==> src/rtl/c2dsp_pkg.sv <==
// shared types, constants and helpers of the streaming 2-d correlation unit
package c2dsp_pkg;

    localparam int MAX_COLS_DEF   = 1024;
    localparam int MAX_ROWS_DEF   = 1024;
    localparam int MAX_KERNEL_DEF = 3;

    localparam int NTAP   = 9;
    localparam int PIX_W  = 16;
    localparam int PROD_W = 2 * PIX_W;
    localparam int ACC_W  = 35;
    localparam int IDX_W  = 11;
    localparam int XW     = 14;
    localparam int CFG_AW = 6;
    localparam int CFG_DW = 64;

    localparam logic [2:0] CFG_KROWS = 3'd0;
    localparam logic [2:0] CFG_KCOLS = 3'd1;
    localparam logic [2:0] CFG_STEP  = 3'd2;
    localparam logic [2:0] CFG_PAD   = 3'd3;
    localparam logic [2:0] CFG_COEFA = 3'd4;
    localparam logic [2:0] CFG_COEFB = 3'd5;
    localparam logic [2:0] CFG_COEFC = 3'd6;

    typedef logic [IDX_W-1:0] t_idx;
    typedef logic [NTAP-1:0][PIX_W-1:0] t_lanes;

    typedef struct packed {
        t_idx row;
        t_idx col;
        logic last;
        logic done;
    } t_meta;

    typedef struct packed {
        t_idx q;
        logic ok;
    } t_grid;

    // quotient by the stride and whether the position lies on the grid
    function automatic t_grid grid_pos(logic [XW-1:0] x, logic [1:0] s);
        logic [XW+15:0] prod;
        logic [XW-1:0]  q;
        logic           ok;
        t_grid          res;
        prod = '0;
        case (s)
            2'd2: begin
                q  = x >> 1;
                ok = !x[0];
            end
            2'd3: begin
                prod = {16'b0, x} * (XW+16)'(16'hAAAB);
                q    = XW'(prod >> 17);
                ok   = (({2'b0, q} + {1'b0, q, 1'b0}) == {2'b0, x});
            end
            default: begin
                q  = x;
                ok = 1'b1;
            end
        endcase
        res.q  = q[IDX_W-1:0];
        res.ok = ok;
        return res;
    endfunction

endpackage

==> src/rtl/c2dsp_cell.sv <==
// one multiply-accumulate cell of the tap chain
module c2dsp_cell (
    input  logic                             i_clk,
    input  logic                             i_rst_n,
    input  logic                             i_en,
    input  logic                             i_valid,
    input  logic signed [c2dsp_pkg::ACC_W-1:0] i_acc,
    input  c2dsp_pkg::t_lanes                i_pix,
    input  c2dsp_pkg::t_lanes                i_coef,
    input  c2dsp_pkg::t_meta                 i_meta,
    output logic                             o_valid,
    output logic signed [c2dsp_pkg::ACC_W-1:0] o_acc,
    output c2dsp_pkg::t_lanes                o_pix,
    output c2dsp_pkg::t_lanes                o_coef,
    output c2dsp_pkg::t_meta                 o_meta
);

    logic signed [c2dsp_pkg::PROD_W-1:0] prod;
    logic signed [c2dsp_pkg::ACC_W-1:0]  n_acc;
    logic                                r_valid;
    logic signed [c2dsp_pkg::ACC_W-1:0]  r_acc;
    c2dsp_pkg::t_lanes                   r_pix;
    c2dsp_pkg::t_lanes                   r_coef;
    c2dsp_pkg::t_meta                    r_meta;

    assign prod  = $signed(i_pix[0]) * $signed(i_coef[0]);
    assign n_acc = i_acc + c2dsp_pkg::ACC_W'(prod);

    always_ff @(posedge i_clk) begin
        if (!i_rst_n) begin
            r_valid <= 1'b0;
        end else if (i_en) begin
            r_valid <= i_valid;
        end
    end

    // lanes move down one place so the next cell always works on lane zero
    always_ff @(posedge i_clk) begin
        if (i_en) begin
            r_acc  <= n_acc;
            r_pix  <= i_pix >> c2dsp_pkg::PIX_W;
            r_coef <= i_coef >> c2dsp_pkg::PIX_W;
            r_meta <= i_meta;
        end
    end

    assign o_valid = r_valid;
    assign o_acc   = r_acc;
    assign o_pix   = r_pix;
    assign o_coef  = r_coef;
    assign o_meta  = r_meta;

endmodule

==> config.mk <==
export PLATFORM = sky130hd
export DESIGN_NAME = c2dsp_cell
export DESIGN_NICKNAME = d
export VERILOG_FILES = /design/src/rtl/c2dsp_pkg.sv /design/src/rtl/c2dsp_cell.sv
export SDC_FILE = /design/constraint.sdc
export NUM_CORES = 1
export LEC_CHECK = 0
export BUFFER_PORTS_ARGS = -buffer_cell sky130_fd_sc_hd__buf_4
export CAP_MARGIN = 15
export CELL_PAD_IN_SITES_DETAIL_PLACEMENT = 0
export CELL_PAD_IN_SITES_GLOBAL_PLACEMENT = 1
export CORE_AREA = 3 3 274 276
export DETAILED_ROUTE_END_ITERATION = 10
export DIE_AREA = 0 0 277 279
export GPL_ROUTABILITY_DRIVEN = 0
export HOLD_SLACK_MARGIN = 0.05
export PLACE_DENSITY = 0.64
export SKIP_LAST_GASP = 1
export SLEW_MARGIN = 20
export SYNTH_ARGS = -nofsm -noshare
export SYNTH_HDL_FRONTEND = slang
export SYNTH_SLANG_ARGS = --single-unit
==> constraint.sdc <==
create_clock -name i_clk -period 6.8 [get_ports i_clk]
set_clock_uncertainty 0.05 [all_clocks]
set_input_delay 0.68 -clock i_clk [delete_from_list [all_inputs] [get_ports i_clk]]
set_output_delay 0.68 -clock i_clk [all_outputs]
set_load 0.01 [all_outputs]
==> results.cfg <==
[drt]
first_pass_iters = 5
route.detailed.wl_per_inst_um = 24.8
vias_per_cell = 4.38
drc = 0
drt_iter0_markers = 893
vias = 14400
routed_wl_mm = 81.8
detail-route-antenna-nets = 0

[pwr]
intPower_uw = 9820
p_seq_share_pct = 17.3
leakage_uw = 0.0134
sw_frac_of_total_pct = 46.2
cellPowerDensity_nw_per_um2 = 637
power_switching_uw = 8420
power_frac_comb_pct = 71.5
irDropWorstVdd_v = 0.000769
clkPwrFrac_pct = 11.1

[layout]
multi_input_area_um2 = 10100
area_growth_pct = 34.8
mostFrequentLayoutCell = buf_4
fin_nets = 3070
final_cell_mix = buf_4, inv_1, edfxtp_1, fa_1, nand2_1
regArea_um2 = 9480
nFillCells = 7042
drive_gt1_share_pct = 32.0
stdcell_area_um2 = 28600

[timing]
period_share_pct = 91.5
whs_ns = 0.240
slew_headroom_pct = 36.6
final-max-slew-violation-count = 0
hold_violations = 0
finalCriticalPeriod_ns = 6.22
worstMarginPinSlew_ns = 0.951
grt_setup_unrepaired = no
setup_tns_ns = 0
max_freq_mhz = 161
finalSetupViolCount = 0

[setup_path]
crit_required_ns = 7.04
crit_path_start_kind = primary input
rr_endpoint = o_valid
criticalPathCategory = in -> reg
r2r_setup_slack_ns = 6.03
end_kind = register
crit_path_max_fanout = 9
r2r_cells = 2
endpoint = o_acc[34]
worstReg2RegStart = o_valid
crit_arrival_ns = 6.46
startpoint = i_coef[1]

[floorplan]
io_pins = 699
dieArea_um2 = 77300
fp.coreArea_um2 = 72800
die_w_um = 277
start_util_pct = 29.2
die_height_um = 279
rows = 99

[clock_network]
cts-buffers-inserted = 39
clock_path_buffers = 3
clock_sinks = 316
cts-root-buf = clkbuf_16
clk_pin_slew_ns = 0.06
htreeDepth = 2
cts-resized-gates = 0
clk_latency_ns = 0.55
cts_hold_buf = 0
cts_tree = built
cts_setup_buffers = 0

[place]
placed_area_um2 = 27400
port-buffer-count = 666
dp_hpwl_mm = 69.0

[global_routing]
grt_pass1_wl_mm = 115
grt_pass1_vias = 15800
antenna_found_initial = 17
overflow = 0
grt_max_degree = 144
track_usage_pct = 20.9

[job]
drv_cap = 0

[synth]
async_reset_ff_share_pct = 0
synth_edf_count = 315
ys_seq_area_share_pct = 44.6
ys_types = 46
ys.flop_type = edfxtp_1
yosys_register_bits = 316
synth_area_per_cell_um2 = 13.2
synth_area_um2 = 21200
synth_warnings = 0
syn_inst = 1612

[status]
status = finished, final reports clean

[hold_path]
worstHoldStart = i_coef[31]
holdCritPathClass = in -> reg
[final cells by class]
| cell class | instances | area share, % |
|---|---|---|
| multi-input combinational | 885 | 35.3 |
| sequential | 316 | 33.1 |
| timing repair buffer | 687 | 18.1 |
| inverter | 376 | 4.93 |
| tap | 959 | 4.19 |
| clock buffer | 48 | 3.56 |
| clock inverter | 23 | 0.765 |
| antenna | 4 | 0.0350 |
[per-stage QoR]
step / utilization, % / cells / power, µW / setup WS (ns)
2_1_floorplan: - / 1643 / 12500 / 0.374
3_5_place_dp: 37.6 / 3223 / 16400 / 0.0417
6_report: 39.3 / 3298 / 18200 / 0.577
4_1_cts: 39.3 / 3294 / 18600 / 0.597
3_3_place_gp: 37.6 / 3223 / 16400 / 0.0701
5_1_grt: 39.3 / 3295 / 20200 / 0.217
[sequential cells by signal (all words and copies together), names as in the netlist]
signal / flops
o_coef: 128
o_pix: 128
o_acc: 35
o_meta: 24
o_valid: 1
[how the worst min path moves through the flow]
stage	slack (ns)	to	cells past startpoint
after floorplan	0.49	o_valid	2
after global placement	0.54	o_valid	2
after detailed placement	0.57	o_valid	2
after CTS	0.19	o_coef[125]	1
after global routing	0.20	o_coef[41]	1
final	0.24	o_coef[15]	1
[cells in the mapped netlist (2+ instances only)]
master / n / area [µm²]
xor2_1: 10 / 87.6
nand3_1: 5 / 25.0
nor2b_1: 3 / 18.8
nand2b_1: 4 / 25.0
nor3_1: 2 / 10.0
or2_2: 2 / 12.5
a31oi_1: 3 / 18.8
a2111oi_0: 2 / 17.5
o21bai_1: 5 / 37.5
xnor2_1: 27 / 236
o21a_1: 5 / 37.5
a21o_1: 17 / 128
a21oi_1: 26 / 130
inv_1: 376 / 1410
o211ai_1: 2 / 15.0
o21ai_1: 2 / 10.0
fa_1: 310 / 6210
nor3b_1: 2 / 15.0
nand4_1: 4 / 25.0
buf_4: 32 / 240
a41oi_1: 2 / 17.5
a211oi_1: 2 / 15.0
or3_1: 4 / 25.0
ha_1: 104 / 1300
o22ai_1: 2 / 12.5
nor2_1: 21 / 78.8
clkbuf_1: 32 / 120
edfxtp_1: 315 / 9460
and3_1: 5 / 31.3
and2_1: 122 / 763
nand2_1: 136 / 510
o21ai_0: 13 / 65.1
buf_1: 2 / 7.51
[kinds of logic (layout without fill, tap and decap cells)]
kind of cell	count (synthesis)	count (layout)	synth area share, %
other cells	1	36	0.0176
simple gates	311	311	7.28
mux	1	1	0.0471
buf+inv	442	1134	8.37
compound gates	90	90	2.82
xor+xnor	37	37	1.53
flops	316	316	44.6
fa+ha+maj	414	414	35.3
[layer usage]
metal  global-route usage, %  vias up  share of wire, %
li1                        -     6378                 -
met1                    26.8     7367                42
met2                    33.1      550                46
met3                    7.47      122               9.0
met4                    6.41       22               3.3
met5                       0        -              0.15
[worst max-delay path: stages]
cell     delay (ns)
buf_4          0.16
nand2_1        0.09
inv_1          0.08
fa_1           0.66
inv_1          0.13
fa_1           0.67
inv_1          0.10
fa_1           0.47
fa_1           0.51
fa_1           0.51
inv_1          0.05
fa_1           0.49
inv_1          0.05
ha_1           0.36
and3_1         0.21
nand2_1        0.06
nor4_1         0.16
o21ai_1        0.16
a31oi_2        0.38
o31ai_4        0.13
a41oi_1        0.24
xnor2_1        0.10
[power groups by stage]
stage	combinational, µW	sequential (µW)	clock (µW)
final	13000	3160	2030
after global placement	13200	3200	0
after CTS	13300	3160	2110
after detailed placement	13200	3200	0
after global routing	14900	3180	2190
after floorplan	9170	3300	0
Note: power is estimated with default switching activity, not from simulation.
